`src/pbc_pkg.sv`:
```
`timescale 1ns / 1ps

package pbc_pkg;

    localparam int COUNTER_BITS_DEF   = 16;
    localparam int INDEL_LEN_BITS_DEF = 10;

    localparam int KIND_W   = 2;
    localparam int SYM_W    = 8;
    localparam int READS_W  = 16;
    localparam int OUT_W    = 16;
    localparam int NUM_CNT  = 12;
    localparam int NUM_OUT  = 8;
    localparam int REF_W    = 3;
    localparam int RR_W     = READS_W + 1;
    localparam int IN_DATA_W  = 24;
    localparam int OUT_DATA_W = NUM_OUT * OUT_W;
    localparam int OUT_USER_W = 2;

    localparam logic [KIND_W-1:0] KIND_HEADER = 2'd0;
    localparam logic [KIND_W-1:0] KIND_CHAR   = 2'd1;
    localparam logic [KIND_W-1:0] KIND_END    = 2'd2;

    localparam logic [REF_W-1:0] REF_NONE = 3'd4;

    // A T C G N a t c g n . ,
    localparam logic [SYM_W-1:0] CNT_SYM [NUM_CNT] = '{
        8'h41, 8'h54, 8'h43, 8'h47, 8'h4E,
        8'h61, 8'h74, 8'h63, 8'h67, 8'h6E,
        8'h2E, 8'h2C
    };

    localparam int IDX_UPPER_N = 4;
    localparam int IDX_LOWER_A = 5;
    localparam int IDX_LOWER_N = 9;
    localparam int IDX_DOT     = 10;
    localparam int IDX_COMMA   = 11;

    localparam logic [SYM_W-1:0] SYM_DOLLAR = 8'h24;
    localparam logic [SYM_W-1:0] SYM_STAR   = 8'h2A;
    localparam logic [SYM_W-1:0] SYM_CARET  = 8'h5E;
    localparam logic [SYM_W-1:0] SYM_PLUS   = 8'h2B;
    localparam logic [SYM_W-1:0] SYM_MINUS  = 8'h2D;
    localparam logic [SYM_W-1:0] SYM_ZERO   = 8'h30;
    localparam logic [SYM_W-1:0] SYM_NINE   = 8'h39;

    localparam logic [RR_W-1:0] RR_MIN = 17'h10000;

endpackage

```
`src/pileup_base_counter.sv`:
```
`timescale 1ns / 1ps

// channel   dir  handshake                      tdata (low bit up)          tuser
// s_axis    in   s_axis_tvalid / s_axis_tready  symbol[7:0] read_count     kind[1:0]
// m_axis    out  m_axis_tvalid / m_axis_tready  fwd_a fwd_t fwd_c fwd_g     sum_mismatch,
//                                               rev_a rev_t rev_c rev_g     n_seen
//
// one input transaction per cycle while s_axis_tready is high; the parse state and
// counters update in the accept cycle; a result leaves through a select/pair-add stage,
// a quad-add stage and a final add/compare output register
// synchronous active-low reset clears the parse state, counters and all valid flags
// s_axis_tready drops only when all three result stages are full and m_axis_tready is low

module pileup_base_counter #(
    parameter int COUNTER_BITS   = pbc_pkg::COUNTER_BITS_DEF,
    parameter int INDEL_LEN_BITS = pbc_pkg::INDEL_LEN_BITS_DEF
) (
    input  logic                            i_clk,
    input  logic                            i_rst_n,
    input  logic                            s_axis_tvalid,
    output logic                            s_axis_tready,
    // symbol[7:0], read_count[23:8]
    input  logic [pbc_pkg::IN_DATA_W-1:0]   s_axis_tdata,
    // kind[1:0]
    input  logic [pbc_pkg::KIND_W-1:0]      s_axis_tuser,
    output logic                            m_axis_tvalid,
    input  logic                            m_axis_tready,
    // fwd_a, fwd_t, fwd_c, fwd_g, rev_a, rev_t, rev_c, rev_g, 16 bits each
    output logic [pbc_pkg::OUT_DATA_W-1:0]  m_axis_tdata,
    // sum_mismatch[0], n_seen[1]
    output logic [pbc_pkg::OUT_USER_W-1:0]  m_axis_tuser
);

    localparam int CB    = COUNTER_BITS;
    localparam int LB    = INDEL_LEN_BITS;
    localparam int VW    = LB + 4;
    localparam int CMP_W = (CB + 3 > pbc_pkg::RR_W) ? CB + 3 : pbc_pkg::RR_W;
    localparam logic [LB-1:0] LMAX       = '1;
    localparam logic [LB-1:0] LMAX_DIV10 = LMAX / 10;

    typedef enum logic [1:0] {
        MODE_NORMAL,
        MODE_QUAL,
        MODE_LEN,
        MODE_SKIP
    } t_mode;

    typedef logic [pbc_pkg::NUM_OUT-1:0][pbc_pkg::OUT_W-1:0] t_res;

    // parse state
    t_mode                          r_mode, n_mode;
    logic [LB-1:0]                  r_skip, n_skip;
    logic [LB-1:0]                  r_acc, n_acc;
    logic [CB-1:0]                  r_cnt [pbc_pkg::NUM_CNT];
    logic [CB-1:0]                  n_cnt [pbc_pkg::NUM_CNT];
    logic [pbc_pkg::REF_W-1:0]      r_ref, n_ref;
    logic [pbc_pkg::RR_W-1:0]       r_rr, n_rr;
    logic                           r_active, n_active;

    // result pipeline
    logic                           r_s1_valid;
    t_res                           r_s1_res;
    logic [3:0][CB:0]               r_s1_pair;
    logic [pbc_pkg::RR_W-1:0]       r_s1_rr;
    logic                           r_s1_n;
    logic                           r_s2_valid;
    t_res                           r_s2_res;
    logic [1:0][CB+1:0]             r_s2_quad;
    logic [pbc_pkg::RR_W-1:0]       r_s2_rr;
    logic                           r_s2_n;
    logic                           r_o_valid;
    t_res                           r_o_res;
    logic                           r_o_mis;
    logic                           r_o_n;

    logic [pbc_pkg::KIND_W-1:0]     in_kind;
    logic [pbc_pkg::SYM_W-1:0]      in_sym;
    logic [pbc_pkg::READS_W-1:0]    in_reads;
    logic                           in_acc;
    logic                           emit;
    logic                           do_norm;
    logic                           clr_cnt;
    logic                           is_digit;
    logic [VW-1:0]                  len_next;
    logic [LB-1:0]                  skip_dec;
    logic [LB-1:0]                  acc_m1;
    logic [CB-1:0]                  sel [pbc_pkg::NUM_OUT];
    logic [CB+2:0]                  final_sum;
    logic                           o_free, s2_free, s1_free;

    assign in_sym   = s_axis_tdata[pbc_pkg::SYM_W-1:0];
    assign in_reads = s_axis_tdata[pbc_pkg::SYM_W +: pbc_pkg::READS_W];
    assign in_kind  = s_axis_tuser;
    assign in_acc   = s_axis_tvalid && s_axis_tready;
    assign emit     = in_acc && (in_kind == pbc_pkg::KIND_END) && r_active;

    assign is_digit = (in_sym >= pbc_pkg::SYM_ZERO) && (in_sym <= pbc_pkg::SYM_NINE);
    assign len_next = (VW'(r_acc) << 3) + (VW'(r_acc) << 1) + VW'(in_sym[3:0]);
    assign skip_dec = (r_skip != '0) ? r_skip - 1'b1 : r_skip;
    assign acc_m1   = r_acc - 1'b1;

    always_comb begin
        n_mode   = r_mode;
        n_skip   = r_skip;
        n_acc    = r_acc;
        n_ref    = r_ref;
        n_rr     = r_rr;
        n_active = r_active;
        do_norm  = 1'b0;
        clr_cnt  = 1'b0;
        case (in_kind)
            pbc_pkg::KIND_HEADER: begin
                n_mode   = MODE_NORMAL;
                n_skip   = '0;
                n_acc    = '0;
                clr_cnt  = 1'b1;
                n_ref    = pbc_pkg::REF_NONE;
                for (int k = 0; k < 4; k++) begin
                    if (in_sym == pbc_pkg::CNT_SYM[k]) begin
                        n_ref = pbc_pkg::REF_W'(k);
                    end
                end
                n_rr     = {1'b0, in_reads};
                n_active = (in_reads != '0);
            end
            pbc_pkg::KIND_CHAR: begin
                if (r_active) begin
                    case (r_mode)
                        MODE_QUAL: begin
                            n_mode = MODE_NORMAL;
                        end
                        MODE_LEN: begin
                            if (is_digit) begin
                                if ((r_acc > LMAX_DIV10) || (len_next > VW'(LMAX))) begin
                                    n_acc = LMAX;
                                end else begin
                                    n_acc = len_next[LB-1:0];
                                end
                            end else if (r_acc == '0) begin
                                n_mode  = MODE_NORMAL;
                                do_norm = 1'b1;
                            end else begin
                                n_skip = acc_m1;
                                n_acc  = '0;
                                n_mode = (acc_m1 != '0) ? MODE_SKIP : MODE_NORMAL;
                            end
                        end
                        MODE_SKIP: begin
                            n_skip = skip_dec;
                            if (skip_dec == '0) begin
                                n_mode = MODE_NORMAL;
                            end
                        end
                        default: begin
                            do_norm = 1'b1;
                        end
                    endcase
                end
            end
            pbc_pkg::KIND_END: begin
                if (r_active) begin
                    n_active = 1'b0;
                    n_mode   = MODE_NORMAL;
                    n_skip   = '0;
                    n_acc    = '0;
                end
            end
            default: begin
            end
        endcase

        if (do_norm) begin
            if (in_sym == pbc_pkg::SYM_STAR) begin
                if (r_rr != pbc_pkg::RR_MIN) begin
                    n_rr = r_rr - 1'b1;
                end
            end else if (in_sym == pbc_pkg::SYM_CARET) begin
                n_mode = MODE_QUAL;
            end else if ((in_sym == pbc_pkg::SYM_PLUS) || (in_sym == pbc_pkg::SYM_MINUS)) begin
                n_mode = MODE_LEN;
                n_acc  = '0;
            end
        end

        for (int k = 0; k < pbc_pkg::NUM_CNT; k++) begin
            if (clr_cnt) begin
                n_cnt[k] = '0;
            end else if (do_norm && (in_sym == pbc_pkg::CNT_SYM[k]) && (r_cnt[k] != '1)) begin
                n_cnt[k] = r_cnt[k] + 1'b1;
            end else begin
                n_cnt[k] = r_cnt[k];
            end
        end
    end

    // reference base takes the dot and comma counts
    always_comb begin
        for (int k = 0; k < 4; k++) begin
            if (r_ref == pbc_pkg::REF_W'(k)) begin
                sel[k]     = r_cnt[pbc_pkg::IDX_DOT];
                sel[4 + k] = r_cnt[pbc_pkg::IDX_COMMA];
            end else begin
                sel[k]     = r_cnt[k];
                sel[4 + k] = r_cnt[pbc_pkg::IDX_LOWER_A + k];
            end
        end
    end

    assign o_free        = !r_o_valid || m_axis_tready;
    assign s2_free       = !r_s2_valid || o_free;
    assign s1_free       = !r_s1_valid || s2_free;
    assign s_axis_tready = s1_free;

    assign final_sum = (CB + 3)'(r_s2_quad[0]) + (CB + 3)'(r_s2_quad[1]);

    always_ff @(posedge i_clk) begin
        if (!i_rst_n) begin
            r_mode     <= MODE_NORMAL;
            r_skip     <= '0;
            r_acc      <= '0;
            r_ref      <= pbc_pkg::REF_NONE;
            r_rr       <= '0;
            r_active   <= 1'b0;
            for (int k = 0; k < pbc_pkg::NUM_CNT; k++) begin
                r_cnt[k] <= '0;
            end
            r_s1_valid <= 1'b0;
            r_s2_valid <= 1'b0;
            r_o_valid  <= 1'b0;
        end else begin
            if (in_acc) begin
                r_mode   <= n_mode;
                r_skip   <= n_skip;
                r_acc    <= n_acc;
                r_ref    <= n_ref;
                r_rr     <= n_rr;
                r_active <= n_active;
                for (int k = 0; k < pbc_pkg::NUM_CNT; k++) begin
                    r_cnt[k] <= n_cnt[k];
                end
            end
            if (s1_free) begin
                r_s1_valid <= emit;
            end
            if (s2_free) begin
                r_s2_valid <= r_s1_valid;
            end
            if (o_free) begin
                r_o_valid <= r_s2_valid;
            end
        end
    end

    // result payload
    always_ff @(posedge i_clk) begin
        if (emit) begin
            for (int k = 0; k < pbc_pkg::NUM_OUT; k++) begin
                r_s1_res[k] <= pbc_pkg::OUT_W'(sel[k]);
            end
            for (int k = 0; k < 4; k++) begin
                r_s1_pair[k] <= (CB + 1)'(sel[2 * k]) + (CB + 1)'(sel[2 * k + 1]);
            end
            r_s1_rr <= r_rr;
            r_s1_n  <= (r_cnt[pbc_pkg::IDX_UPPER_N] != '0) || (r_cnt[pbc_pkg::IDX_LOWER_N] != '0);
        end
        if (r_s1_valid && s2_free) begin
            r_s2_res     <= r_s1_res;
            r_s2_quad[0] <= (CB + 2)'(r_s1_pair[0]) + (CB + 2)'(r_s1_pair[1]);
            r_s2_quad[1] <= (CB + 2)'(r_s1_pair[2]) + (CB + 2)'(r_s1_pair[3]);
            r_s2_rr      <= r_s1_rr;
            r_s2_n       <= r_s1_n;
        end
        if (r_s2_valid && o_free) begin
            r_o_res <= r_s2_res;
            r_o_mis <= r_s2_rr[pbc_pkg::RR_W-1] ||
                       (CMP_W'(final_sum) != CMP_W'(r_s2_rr[pbc_pkg::READS_W-1:0]));
            r_o_n   <= r_s2_n;
        end
    end

    assign m_axis_tvalid = r_o_valid;
    assign m_axis_tdata  = r_o_res;
    assign m_axis_tuser  = {r_o_n, r_o_mis};

endmodule

```
`config.mk`:
```
export PLATFORM = sky130hd
export DESIGN_NAME = pileup_base_counter
export DESIGN_NICKNAME = d
export VERILOG_FILES = /design/src/pbc_pkg.sv /design/src/pileup_base_counter.sv
export SDC_FILE = /design/constraint.sdc
export NUM_CORES = 1
export LEC_CHECK = 0
export BUFFER_PORTS_ARGS = -buffer_cell sky130_fd_sc_hd__buf_4
export CAP_MARGIN = 0
export CORE_ASPECT_RATIO = 0.6
export CORE_MARGIN = 4
export CORE_UTILIZATION = 45
export CTS_BUF_LIST = sky130_fd_sc_hd__clkbuf_8
export CTS_CLUSTER_DIAMETER = 30
export DETAILED_ROUTE_END_ITERATION = 10
export PLACE_DENSITY = 0.61
export SETUP_SLACK_MARGIN = 0.05
export SKIP_LAST_GASP = 1
export SYNTH_ARGS = -nofsm -noshare
export SYNTH_HDL_FRONTEND = slang
export SYNTH_SLANG_ARGS = --single-unit
```
`constraint.sdc`:
```
create_clock -name i_clk -period 18.05 [get_ports i_clk]
set_clock_uncertainty 0.1 [all_clocks]
set_input_delay 2.7075 -clock i_clk [delete_from_list [all_inputs] [get_ports i_clk]]
set_output_delay 2.7075 -clock i_clk [all_outputs]
set_load 0.03 [all_outputs]
```
==> flow_metrics.py <==
metrics = {
    "timing": {
        "grt_setup_unrepaired": "no",
        "setup_viol": 0,
        "hold_violations": 0,
        "worst_slack_ns": 11.53,
        "tightest_slew_ns": 0.969,
        "timing.hold.ws_ns": 0.313,
        "fin_crit_sh_pct": 36.1,
        "timing.slew.headroom_pct": 35.2,
        "min_period_ns": 6.52,
        "finalSetupTns_ns": 0,
        "fmax_mhz": 153,
        "maxSlewViolCount": 0,
    },
    "final_layout": {
        "final_cell_mix": "718 x edfxtp_1, 345 x nor2_1, 218 x nand2_1, 194 x buf_4, 174 x xnor2_1",
        "area_delta_synth_final_pct": 14.8,
        "stdcell_count": 4269,
        "final_common_cell": "edfxtp_1",
        "drive_gt1_share_pct": 17.0,
        "fin_nets": 3287,
    },
    "route": {
        "dr.pass1.iters": 6,
        "drcViolationCount": 0,
        "vias": 23900,
        "postRouteAntennaNets": 0,
        "detail_route.wl_per_cell_um": 21.3,
        "wirelength_um": 91100,
        "vias_per_cell": 5.59,
        "drt_iter0_drc": 2248,
    },
    "critical_path": {
        "crit_type": "primary input to primary output",
        "start_kind": "primary input",
        "path_max_fanout": 5,
        "reg2reg_slack_ns": 13.27,
        "cp-end-kind": "primary output",
        "reg2reg_depth": 12,
        "required_ns": 15.24,
        "cp.arrival_ns": 3.71,
    },
    "logic_synthesis": {
        "synthesis.nets": 3033,
        "synth_enable_flop_cells": 718,
        "ys_ff_latch": 764,
        "syn_area_per_cell_um2": 12.7,
        "async_flop_share_pct": 0,
        "yosysUniqueCellTypes": 77,
        "yosysSeqAreaShare_pct": 62.3,
        "synth_area_um2": 36100,
        "ys_warn_count": 0,
        "synthCells": 2839,
        "synth_flop_cell": "edfxtp_1",
    },
    "status": {
        "status": "completed",
    },
    "grt": {
        "antenna_found_initial": 17,
        "grt_pass1_vias": 22500,
        "grt_max_degree": 81,
        "grt_usage_pct": 21.1,
        "grt_pass1_wl_um": 137000,
        "overflow": 0,
    },
    "clock_tree": {
        "clockRootBuffer": "clkbuf_8",
        "cts_buffer_depth": 3,
        "htreeDepth": 4,
        "postCtsResizedCells": 0,
        "path_clk_slew_ns": 0.06,
        "clock-sinks": 764,
        "holdBufCountCts": 0,
        "clkLatencyLatePin_ns": 0.81,
        "post_cts_buffers": 0,
        "cts_tree": "yes",
        "cts_made_buffers": 137,
    },
    "worst_hold_path": {
        "min_path_type": "flop to flop",
        "whs_path_depth": 0,
    },
    "placed_design": {
        "io_buffers": 161,
        "place_congestion": 0.924,
        "hpwl_um": 64800,
        "dp.cells": 4020,
        "place_ws_ns": 11.09,
    },
    "power": {
        "p_leak_nw": 14.9,
        "power.total_mw": 4.03,
        "ir_drop_v": 0.0000666,
        "power.density_nw_per_um2": 97.2,
    },
    "floorplan": {
        "core_area_um2": 79500,
        "fp.dieW_um": 374,
        "die_area_um2": 84900,
        "rows": 80,
        "io_pins": 162,
        "start_util_pct": 45.4,
        "die_h_um": 227,
    },
    "flow_run": {
        "drv_cap": 0,
    },
}
-- report_power, final --
group,internal [mW],total [mW],leakage [nW],switching [mW]
registers,1.99,2.04,7.07,0.0558
logic,0.121,0.317,6.32,0.196
clock network,0.917,1.67,1.52,0.751
total,3.02,4.03,14.9,1.00
-- state kept, by name, indices dropped and copies added, names as in the netlist, 10 cells and up --
signal / cells
m_axis_tdata: 128
r_acc: 10
r_cnt: 192
r_rr: 17
r_s1_pair: 68
r_s1_res: 128
r_s1_rr: 17
r_s2_quad: 36
r_s2_res: 128
r_s2_rr: 17
r_skip: 10
-- layout make-up --
cell class / instances / area (µm²)
Clock buffer: 142 / 1950
Sequential cell: 764 / 22500
Fill cell: 6821 / 38000
Antenna cell: 6 / 15.0
Clock inverter: 101 / 867
Tap cell: 1066 / 1330
Inverter: 69 / 259
Multi-Input combinational cell: 1927 / 13100
Timing Repair Buffer: 194 / 1460
-- cells by family (layout without fill, tap and decap cells) --
family                     after synthesis  after routing  share of synthesized area, %
and+or+nand+nor                        934            934                          12.0
DFF                                    764            764                          62.3
AOI/OAI and AO/OA                      426            426                          7.62
xor gates and xnor gates               277            277                          6.72
adders and majority gates              164            164                          5.87
buffers and inverters                  148            506                          1.62
muxes                                  126            126                          3.89
other                                    0              6                             0
-- worst max-delay path: stages --
cell and delay (ns):
buf_4 0.11, nor2b_1 0.43, nand3_1 0.24, buf_4 0.23
-- cell usage after synthesis (all sizes together), types with 67 or more instances --
cell type  instances  area [µm²]
a21oi            125         637
inv               69         259
mux2             115        1290
nand3            112         561
nor2             346        1300
nand2            219         822
edfxtp           718       21600
xor2             103         902
xnor2            174        1520
clkbuf            67         251
o21ai             98         494
ha               155        1940
-- per-stage QoR --
stage	instance area [µm²]	util, %
after floorplan	36100	-
after global placement	38600	48.6
after detailed placement	38600	48.6
after CTS	41400	52.1
after global routing	41400	52.1
final	41400	52.1
-- metal layers --
| metal | part of all wire (%) | global-route usage [%] |
|---|---|---|
| met2 | 40 | 28.3 |
| met5 | 0.19 | 1.24 |
| met1 | 48 | 32.5 |
| met4 | 2.2 | 7.16 |
| met3 | 9.7 | 6.01 |
-- path summary, 6_finish.rpt --
path / from / to
worst max-delay path: m_axis_tready / s_axis_tready
worst min-delay path: r_s2_res[4] / m_axis_tdata[4]
worst max register to register: r_s2_quad[0] / r_o_mis
worst min register to register: r_s2_res[4] / m_axis_tdata[4]
No activity file was read; power rests on OpenSTA's default activity.
